[src/hdl/smf_pkg.sv]
// Package for the sliding median filter: window size, derived widths,
// the entry type that moves along the sorted cell chain.
// No dependencies.
`timescale 1ns / 1ps

package smf_pkg;

  // Window length in samples
  localparam int WINDOW = 5;

  // Field widths
  localparam int SAMPLE_W = 16;
  localparam int MED_W    = SAMPLE_W + 1;
  localparam int HELD_W   = 3;

  // Stream data widths, padded to whole bytes
  localparam int S_TDATA_W = ((SAMPLE_W + 7) / 8) * 8;
  localparam int M_TDATA_W = ((MED_W + HELD_W + 7) / 8) * 8;

  // Derived widths: fill count holds 0..WINDOW, age and index hold 0..WINDOW-1
  localparam int CNT_W = $clog2(WINDOW + 1);
  localparam int AGE_W = (WINDOW > 1) ? $clog2(WINDOW) : 1;
  localparam int IDX_W = AGE_W;

  // Oldest age a held sample can reach before it is evicted
  localparam logic [AGE_W-1:0] AGE_OLDEST = AGE_W'(WINDOW - 1);

  // One slot of the sorted chain: sample, occupied flag, age in beats
  typedef struct packed {
    logic signed [SAMPLE_W-1:0] val;
    logic                       vld;
    logic [AGE_W-1:0]           age;
  } smf_entry_t;

  // Boundary entries: below the first cell sits the most negative value,
  // above the last cell sits an empty slot (counts as +infinity)
  localparam smf_entry_t ENTRY_FLOOR = '{
    val: {1'b1, {(SAMPLE_W-1){1'b0}}}, vld: 1'b1, age: '0};
  localparam smf_entry_t ENTRY_EMPTY = '{val: '0, vld: 1'b0, age: '0};

endpackage : smf_pkg

[src/hdl/sliding_median_filter.sv]
// Top level of the sliding median filter: sorted cell chain, fill count,
// stream handshakes and the median output stage.
// Depends on smf_pkg, smf_cell, smf_median.
`timescale 1ns / 1ps

// Channel  | Dir | Beat contents (low bit first)
// ---------+-----+-------------------------------------------------
// s_axis   | in  | tdata[15:0] sample
// m_axis   | out | tdata[16:0] median_twice, [19:17] held_count, pad
//
// An accepted sample updates the chain registers and sets a pending flag; its
// result is then loaded into the output register when that is free, so one
// sample per cycle is taken while the output is drained every cycle.
// Throughput is set by the output register: a held result blocks a second
// pending sample. Reset empties the chain and the fill count immediately.

module sliding_median_filter
  import smf_pkg::*;
(
  input  logic                 clk_i,
  input  logic                 rst_ni,
  input  logic                 s_axis_tvalid_i,
  output logic                 s_axis_tready_o,
  input  logic [S_TDATA_W-1:0] s_axis_tdata_i,   // [15:0] sample
  output logic                 m_axis_tvalid_o,
  input  logic                 m_axis_tready_i,
  output logic [M_TDATA_W-1:0] m_axis_tdata_o    // [16:0] median_twice, [19:17] held_count
);

  smf_entry_t              chain_w [WINDOW];
  smf_entry_t              left_w  [WINDOW];
  smf_entry_t              right_w [WINDOW];
  logic [WINDOW:0]         seen_w;
  logic [WINDOW-1:0]       vld_w;
  logic signed [SAMPLE_W-1:0] sample;
  logic                    accept, out_free, load;
  logic                    pend_q, pend_d;
  logic [CNT_W-1:0]        count_q, count_d;
  logic signed [MED_W-1:0] median_twice;
  logic [HELD_W-1:0]       held_count;

  assign sample = s_axis_tdata_i[SAMPLE_W-1:0];

  // Handshake: a pending result moves out when the output register frees up
  assign out_free        = !m_axis_tvalid_o || m_axis_tready_i;
  assign load            = pend_q && out_free;
  assign s_axis_tready_o = !pend_q || out_free;
  assign accept          = s_axis_tvalid_i && s_axis_tready_o;

  always_comb begin
    pend_d = pend_q;
    if (accept) begin
      pend_d = 1'b1;
    end else if (load) begin
      pend_d = 1'b0;
    end
  end

  // Fill count saturates at the window length
  always_comb begin
    count_d = count_q;
    if (accept && (count_q != CNT_W'(WINDOW))) begin
      count_d = CNT_W'(count_q + 1'b1);
    end
  end

  always_ff @(posedge clk_i or negedge rst_ni) begin
    if (!rst_ni) begin
      pend_q  <= 1'b0;
      count_q <= '0;
    end else begin
      pend_q  <= pend_d;
      count_q <= count_d;
    end
  end

  // Sorted cell chain, lowest value in cell 0
  assign seen_w[0] = 1'b0;

  for (genvar i = 0; i < WINDOW; i++) begin : g_cell
    if (i == 0) begin : g_first
      assign left_w[i] = ENTRY_FLOOR;
    end else begin : g_mid
      assign left_w[i] = chain_w[i-1];
    end
    if (i == WINDOW - 1) begin : g_last
      assign right_w[i] = ENTRY_EMPTY;
    end else begin : g_inner
      assign right_w[i] = chain_w[i+1];
    end
    assign vld_w[i] = chain_w[i].vld;

    smf_cell u_cell (
      .clk_i    (clk_i),
      .rst_ni   (rst_ni),
      .ins_i    (accept),
      .sample_i (sample),
      .left_i   (left_w[i]),
      .right_i  (right_w[i]),
      .seen_i   (seen_w[i]),
      .seen_o   (seen_w[i+1]),
      .entry_o  (chain_w[i])
    );
  end

  // Median pick and output register
  smf_median u_median (
    .clk_i          (clk_i),
    .rst_ni         (rst_ni),
    .load_i         (load),
    .take_i         (m_axis_tready_i),
    .chain_i        (chain_w),
    .count_i        (count_q),
    .valid_o        (m_axis_tvalid_o),
    .median_twice_o (median_twice),
    .held_count_o   (held_count)
  );

  assign m_axis_tdata_o = {{(M_TDATA_W-MED_W-HELD_W){1'b0}}, held_count, median_twice};

  // Occupied cells always match the fill count
  a_count: assert property (@(posedge clk_i) disable iff (!rst_ni)
    count_q == CNT_W'($countones(vld_w)))
    else $error("sliding_median_filter: fill count and chain disagree");

  // An accepted sample always leaves a result pending
  a_pend: assert property (@(posedge clk_i) disable iff (!rst_ni)
    accept |=> pend_q)
    else $error("sliding_median_filter: accepted beat lost");

endmodule : sliding_median_filter

[src/hdl/smf_cell.sv]
// One cell of the sorted sample chain. Holds one entry and, on insert,
// picks its next entry from itself, its two neighbors or the new sample.
// Depends on smf_pkg.
`timescale 1ns / 1ps

module smf_cell
  import smf_pkg::*;
(
  input  logic                       clk_i,
  input  logic                       rst_ni,
  input  logic                       ins_i,     // insert beat accepted
  input  logic signed [SAMPLE_W-1:0] sample_i,  // new sample
  input  smf_entry_t                 left_i,    // entry of lower neighbor
  input  smf_entry_t                 right_i,   // entry of upper neighbor
  input  logic                       seen_i,    // eviction at a lower cell
  output logic                       seen_o,    // eviction here or below
  output smf_entry_t                 entry_o
);

  smf_entry_t entry_q, entry_d;
  smf_entry_t rem_own, rem_left;
  logic       evict;
  logic       own_above, left_above;

  // Slot is freed when it holds the oldest sample of a full window
  assign evict  = entry_q.vld && (entry_q.age == AGE_OLDEST);
  assign seen_o = seen_i || evict;

  // Chain after removal of the evicted entry: cells at or above it shift down
  assign rem_own  = seen_o ? right_i : entry_q;
  assign rem_left = seen_i ? entry_q : left_i;

  // Empty slots sort above every sample
  assign own_above  = !rem_own.vld  || (rem_own.val  > sample_i);
  assign left_above = !rem_left.vld || (rem_left.val > sample_i);

  // Insert: keep lower values, take the sample at its slot, shift the rest up
  always_comb begin
    if (!own_above) begin
      entry_d     = rem_own;
      entry_d.age = AGE_W'(rem_own.age + 1'b1);
    end else if (!left_above) begin
      entry_d.val = sample_i;
      entry_d.vld = 1'b1;
      entry_d.age = '0;
    end else begin
      entry_d     = rem_left;
      entry_d.age = AGE_W'(rem_left.age + 1'b1);
    end
  end

  // Entry register; reset leaves the slot empty
  always_ff @(posedge clk_i or negedge rst_ni) begin
    if (!rst_ni) begin
      entry_q <= ENTRY_EMPTY;
    end else if (ins_i) begin
      entry_q <= entry_d;
    end
  end

  assign entry_o = entry_q;

  // Chain stays sorted and occupied slots stay packed at the low end
  a_sorted: assert property (@(posedge clk_i) disable iff (!rst_ni)
    (entry_q.vld && right_i.vld) |-> (entry_q.val <= right_i.val))
    else $error("smf_cell: chain out of order");

  a_packed: assert property (@(posedge clk_i) disable iff (!rst_ni)
    right_i.vld |-> entry_q.vld)
    else $error("smf_cell: gap in occupied slots");

endmodule : smf_cell

[src/hdl/smf_median.sv]
// Median pick and output register: selects the middle entries of the sorted
// chain, adds them into the doubled median and holds the result beat.
// Depends on smf_pkg.
`timescale 1ns / 1ps

module smf_median
  import smf_pkg::*;
(
  input  logic                    clk_i,
  input  logic                    rst_ni,
  input  logic                    load_i,               // capture a new result
  input  logic                    take_i,               // downstream ready
  input  smf_entry_t              chain_i [WINDOW],     // sorted chain
  input  logic [CNT_W-1:0]        count_i,              // samples held, >= 1
  output logic                    valid_o,
  output logic signed [MED_W-1:0] median_twice_o,
  output logic [HELD_W-1:0]       held_count_o
);

  logic [CNT_W-1:0]        cnt_dec;
  logic [IDX_W-1:0]        idx_lo, idx_hi;
  logic signed [MED_W-1:0] sum;
  logic                    valid_q;
  logic signed [MED_W-1:0] median_q;
  logic [HELD_W-1:0]       held_q;

  // Middle indices: equal for an odd count, adjacent for an even count
  assign cnt_dec = count_i - 1'b1;
  assign idx_lo  = IDX_W'(cnt_dec >> 1);
  assign idx_hi  = IDX_W'(count_i >> 1);

  assign sum = MED_W'(chain_i[idx_lo].val) + MED_W'(chain_i[idx_hi].val);

  // Result valid flag
  always_ff @(posedge clk_i or negedge rst_ni) begin
    if (!rst_ni) begin
      valid_q <= 1'b0;
    end else if (load_i) begin
      valid_q <= 1'b1;
    end else if (take_i) begin
      valid_q <= 1'b0;
    end
  end

  // Result payload
  always_ff @(posedge clk_i) begin
    if (load_i) begin
      median_q <= sum;
      held_q   <= HELD_W'(count_i);
    end
  end

  assign valid_o        = valid_q;
  assign median_twice_o = median_q;
  assign held_count_o   = held_q;

endmodule : smf_median

[config.mk]
export PLATFORM = sky130hd
export DESIGN_NAME = sliding_median_filter
export DESIGN_NICKNAME = d
export VERILOG_FILES = /design/src/hdl/smf_pkg.sv /design/src/hdl/sliding_median_filter.sv /design/src/hdl/smf_cell.sv /design/src/hdl/smf_median.sv
export SDC_FILE = /design/constraint.sdc
export NUM_CORES = 1
export LEC_CHECK = 0
export ABC_AREA = 0
export BUFFER_PORTS_ARGS = -buffer_cell sky130_fd_sc_hd__buf_2
export CAP_MARGIN = 20
export CORE_UTILIZATION = 50
export CTS_CLUSTER_SIZE = 28
export DETAILED_ROUTE_END_ITERATION = 16
export GPL_TIMING_DRIVEN = 0
export PLACE_DENSITY_LB_ADDON = 0.25
export RECOVER_POWER = 25
export SLEW_MARGIN = 25
export SYNTH_ARGS = -nofsm -noshare
export SYNTH_HDL_FRONTEND = slang
export SYNTH_SLANG_ARGS = --single-unit
[constraint.sdc]
create_clock -name clk_i -period 7.91 [get_ports clk_i]
set_input_delay 2.373 -clock clk_i [delete_from_list [all_inputs] [get_ports clk_i]]
set_output_delay 2.373 -clock clk_i [all_outputs]
set_load 0.005 [all_outputs]
After elaboration in Yosys (flattened, before gate mapping)
Cells that the tools add are included.
Storage, ports and cells
  register bits: 125
  bits of input ports: 20
  output and inout port bits: 26
  word-level logic and storage cells: 97
Operators by class
  $add $sub $neg: 8
  order comparisons: 8
  equal/unequal tests: 6
  mux-type cells: 25
  bitwise operators: 2
  reduce and logical (&&, ||, !) cells: 28
Operator list (count)
  20-bit 2-to-1 mux: 19
  20-bit binary-select mux with 3-bit select: 2
  16-bit greater-than comparator: 5
  3-bit by 1-bit adder with 3-bit output, second input constant: 6
  16-bit by 16-bit adder with 17-bit output: 1
  16-bit greater-than comparator, first input constant: 1
  3-bit equality test, second input constant: 5
  1-bit logical OR: 11
  4-bit >= comparator, second input constant: 2
  1-bit logical AND: 8
  2-bit inverter with 4-bit output: 2
  1-bit logical NOT: 7
  1-bit 2-to-1 mux: 4
  2-bit nonzero test: 2
  3-bit inequality test, second input constant: 1
  3-bit by 1-bit subtractor with 3-bit output, second input constant: 1

Depth between registers and ports, before layout
  depth after elaboration: 10
  mapped depth: 17
  mapped depth without buffers: 14

By module
Synthesis repeated with hierarchy kept, for this count alone.
Second synthesis, totals
  cell total of the unflattened synthesis: 1601
  area total of the unflattened synthesis: 15031.9 µm²
By module, submodules not included
  smf_cell at g_cell[2].u_cell ...: instances 3, cells an instance 269, area each 2514.9 µm², sequential area each 500.5 µm²
  smf_cell at g_cell[0].u_cell ...: instances 2, cells an instance 296, area each 2489.9 µm², sequential area each 500.5 µm²
  smf_median: instances 1, cells an instance 177, area each 2247.2 µm², sequential area each 625.6 µm²
  sliding_median_filter: instances 1, cells an instance 25, area each 260.2 µm², sequential area each 100.1 µm²

Worst setup path after synthesis
OpenSTA, ideal clock, no wires.
  kind: register -> register
  start point: register count_q[1]
  end point: register u_median.median_q[15], in the netlist u_median.median_twice_o[15], data pin
  library setup time: 258 ps
  arrival time: 4872 ps
  data required time: 7652 ps
  path slack: 2780 ps
  stages on the path, launching flop included: 16
  buffers on the path: 3
  clock period less this slack: 5130 ps
  cells stage by stage: dfrtp_1 -> clkbuf_1 -> buf_1 -> inv_1 -> ha_1 -> xor2_1 -> buf_2 -> mux4_2 -> ha_1 -> or2_2 -> o31a_1 -> a31oi_1 -> o21ai_0 -> a211o_1 -> a21oi_1 -> xnor2_1
Between the ends
  cells in the longest elaborated chain, start to end: 6
  elaborated cells between the ends (all ways): 10
  those cells by class: add/sub (2); mux (6); bitwise (2)
Ends and longest elaborated chain
  from (decl): RTL line sliding_median_filter.sv:38  | logic [CNT_W-1:0] count_q, count_d;
  from (signal assigned): RTL line sliding_median_filter.sv:73  | count_q <= count_d;
  3-bit by 1-bit subtractor with 3-bit output: RTL line smf_median.sv:28  | assign cnt_dec = count_i - 1'b1;
  2-bit inverter with 4-bit output (not written as such): RTL line smf_median.sv:32  | assign sum = MED_W'(chain_i[idx_lo].val) + MED_W'(chain_i[idx_hi].val);
  20-bit binary-select mux with 3-bit select: RTL line smf_median.sv:32
  20-bit 2-to-1 mux (not written as such) (2 in a row): RTL line smf_median.sv:32
  16-bit by 16-bit adder with 17-bit output *: RTL line smf_median.sv:32
  net u_median.sum[15]: RTL line smf_median.sv:22  | logic signed [MED_W-1:0] sum;
  to (signal assigned): RTL line smf_median.sv:48  | median_q <= sum;
  to (decl): RTL line smf_median.sv:24  | logic signed [MED_W-1:0] median_q;
The timed path passes the listed nets; every way through them passes the cells marked *. The select of a mux whose other input is x is not followed.
A chain may end at the register's enable or synchronous reset.

Final worst setup path
Ends and elaborated chain as after synthesis.

==> results.json <==
{
  "period_minus_slack_ns": 5.92,
  "core_um2": 20400,
  "synth_cell_types": 72,
  "met1_usage": 0.396,
  "placedCellCount": 1405,
  "slew-limit-headroom": -0.956,
  "finalCritPeriodShare": 0.749,
  "cts_made_buffers": 17,
  "cp.arrival_ns": 6.10,
  "synth_edf_count": 20,
  "viasPerCell": 6.37,
  "slowest_stage": "xor2_1",
  "start_util": 0.515,
  "grt_max_degree": 58,
  "reg2reg_slack_ns": 1.99,
  "hold_path_class": "reg -> reg",
  "clock_path_buffers": 2,
  "crit_path_cell_trace": "clkbuf_1, buf_1, inv_1, ha_1, xor2_1, buf_2, mux4_2, ha_1, or2_2, o31a_1, a31oi_1, o21ai_0, a211o_1, a21oi_1, xnor2_1",
  "netlist_area_um2": 10500,
  "die_h_um": 147,
  "seq_area_frac_synth": 0.307,
  "cp_common_cell": "ha_1",
  "worstSetupStartpointType": "register",
  "drt-initial-drc-count": 836,
  "worstMarginPinSlew_ns": 2.93,
  "gr-total-overflow": 0,
  "path_clk_slew_ns": 0.06,
  "area_growth_pct": 10.8,
  "gp_congestion": 0.975,
  "finalSetupViolCount": 0,
  "fin_cells": 1435,
  "yosys-top-cells-area": "dfrtp_1 (25%), ha_1 (12%), mux2_2 (8.7%)",
  "layout-drive-gt1-share": 0.183,
  "grt_pass1_vias": 8846,
  "io_buffers": 41,
  "fin_util": 0.570,
  "crit_path_max_fanout": 10,
  "synthCells": 1090,
  "root_buffer": "clkbuf_16",
  "dieArea_um2": 21600,
  "routedWlPerCell_um": 21.6,
  "endpoint_kind": "register",
  "drtAntennaViolNets": 0,
  "ctsResizeCount": 0,
  "ys_seq_elements": 125,
  "whs_path_depth": 1,
  "slew_viol_final": 49,
  "nets": 1279,
  "violations": "capacitance limit, slew limit",
  "route.detailed.drc": 0,
  "stdcell_area_um2": 11600,
  "cts_hold_buf": 0,
  "setup_tns_ns": 0,
  "fmax_mhz": 169,
  "die_x_um": 147,
  "hold_violations": 0,
  "top_usage_layer": "met2",
  "wl_um": 31000,
  "cts_tree": "done",
  "syn_avg_cell_area_um2": 9.64,
  "drv_cap": 1,
  "path_class": "reg -> reg",
  "fin_skew_ns": 0.00715,
  "max_stage_delay_ns": 0.72,
  "grt_use_total": 0.296,
  "synth.top_cell.area_share": 0.250,
  "gr-usage-met2": 0.486,
  "h-tree-depth": 4,
  "dp_hpwl_um": 24400,
  "yosysWarnings": 0,
  "antenna_found_initial": 0,
  "insertion_delay_ns": 0.43,
  "worstPathRequired_ns": 8.09,
  "rsz0062_at_grt": "false",
  "met3_usage": 0.0519,
  "placed_area_um2": 11100,
  "std_cell_rows": 52,
  "synthFlopType": "dfrtp_1",
  "pin_count": 46,
  "first_pass_iters": 5,
  "synth.largest_area_cell": "dfrtp_1",
  "worstRegToRegCells": 15,
  "clock_sinks": 125,
  "vias": 9139,
  "postSynth.asyncResetShare": 0.840,
  "antenna_cells": 0,
  "status": "complete, but fails checks",
  "post_cts_buffers": 0,
  "grt_pass1_wl_um": 48900
}
## flip-flops by register name, summed over array words and instances (netlist names)
signal / count
u_median.median_twice_o: 17
u_median.valid_o: 1
count_q: 3
g_cell.u_cell.entry_o: 100
u_median.held_count_o: 3
pend_q: 1
## cells in the mapped netlist, drive strengths merged, types with 5 or more instances
library cell and count:
nand2 139, dfrtp 105, ha 104, mux2 82
nand3 74, inv 53, a21oi 41, o211ai 40
mux2i 39, o21ai 37, clkbuf 35, buf 32
mux4 32, nor2 30, and2 20, edfxtp 20
o311ai 18, o221ai 17, a21o 14, nand4 14
xnor2 14, nand2b 9, nor3 8, a211oi 7
nor2b 7, or3 7, a31oi 5, and3 5
nor4 5, o21a 5, o22ai 5, xor2 5
## stage by stage
stage	hold slack [ns]	setup slack [ns]
finish	0.479	1.99
global placement	0.460	1.97
detailed placement	0.476	1.91
floorplan	0.449	2.78
CTS	0.490	1.88
global route	0.509	1.44
## kinds of logic after synthesis
family / Yosys count / synth area share
AND/OR/NAND/NOR: 341 / 0.158
multiplexers: 153 / 0.194
AO/OA/AOI/OAI: 226 / 0.152
adder cells (fa/ha/maj): 105 / 0.126
flip-flops: 125 / 0.307
XOR/XNOR: 19 / 0.0158
buffers and inverters: 120 / 0.0470
other: 1 / 0.000357
## per-layer routing
| metal | wire length, µm | part of all wire | up-vias |
|---|---|---|---|
| li1 | - | - | 4240 |
| met1 | 13400 | 0.43 | 4458 |
| met2 | 14600 | 0.47 | 371 |
| met3 | 2200 | 0.071 | 70 |
| met4 | 806 | 0.026 | 0 |
| met5 | 0 | 0 | - |
## cells in the final DEF (no fill, tap or decap), types with 17 or more instances in the layout
cell,synthesis,final
a21oi_1,41,41
and2_1,20,20
buf_2,14,54
clkbuf_1,35,38
clkbuf_16,0,17
dfrtp_1,105,105
edfxtp_1,20,20
ha_1,104,104
inv_1,53,53
mux2_2,81,81
mux2i_1,39,39
mux4_2,32,32
nand2_1,139,139
nand3_1,74,74
nor2_1,30,30
o211ai_1,40,40
o21ai_0,36,36
o221ai_1,17,17
o311ai_0,17,17
## critical path: cells and delay by family, from the launching register on
| kind | cells | cell delay, ns |
|---|---|---|
| compound gates | 5 | 1.24 |
| xor+xnor | 2 | 0.80 |
| fa+ha+maj | 2 | 0.61 |
| buf+inv | 4 | 1.78 |
| flops | 1 | 0.37 |
| mux | 1 | 0.56 |
| simple gates | 1 | 0.31 |
## final timing paths
| check | start | endpoint |
|---|---|---|
| setup / recovery | count_q[1] | u_median.median_twice_o[15] |
| hold / removal | pend_q | u_median.valid_o |
| setup reg to reg | count_q[1] | u_median.median_twice_o[15] |
| hold reg to reg | pend_q | u_median.valid_o |
| max in group asynchronous | rst_ni | g_cell[4].u_cell.entry_o[10] |
| min in group asynchronous | rst_ni | g_cell[4].u_cell.entry_o[4] |
## area by class of cell
type	instances	area, µm²
fill	1846	8780
buffer	67	295
timing repair buffer	42	231
clock buffer	23	488
sequential	125	3230
clock inverter	7	65.1
inverter	53	199
multi-input combinational	848	6800
tap	270	338
Power is not shown: default switching activity piles up to over one toggle a cycle in this logic, so the estimate is an artifact.
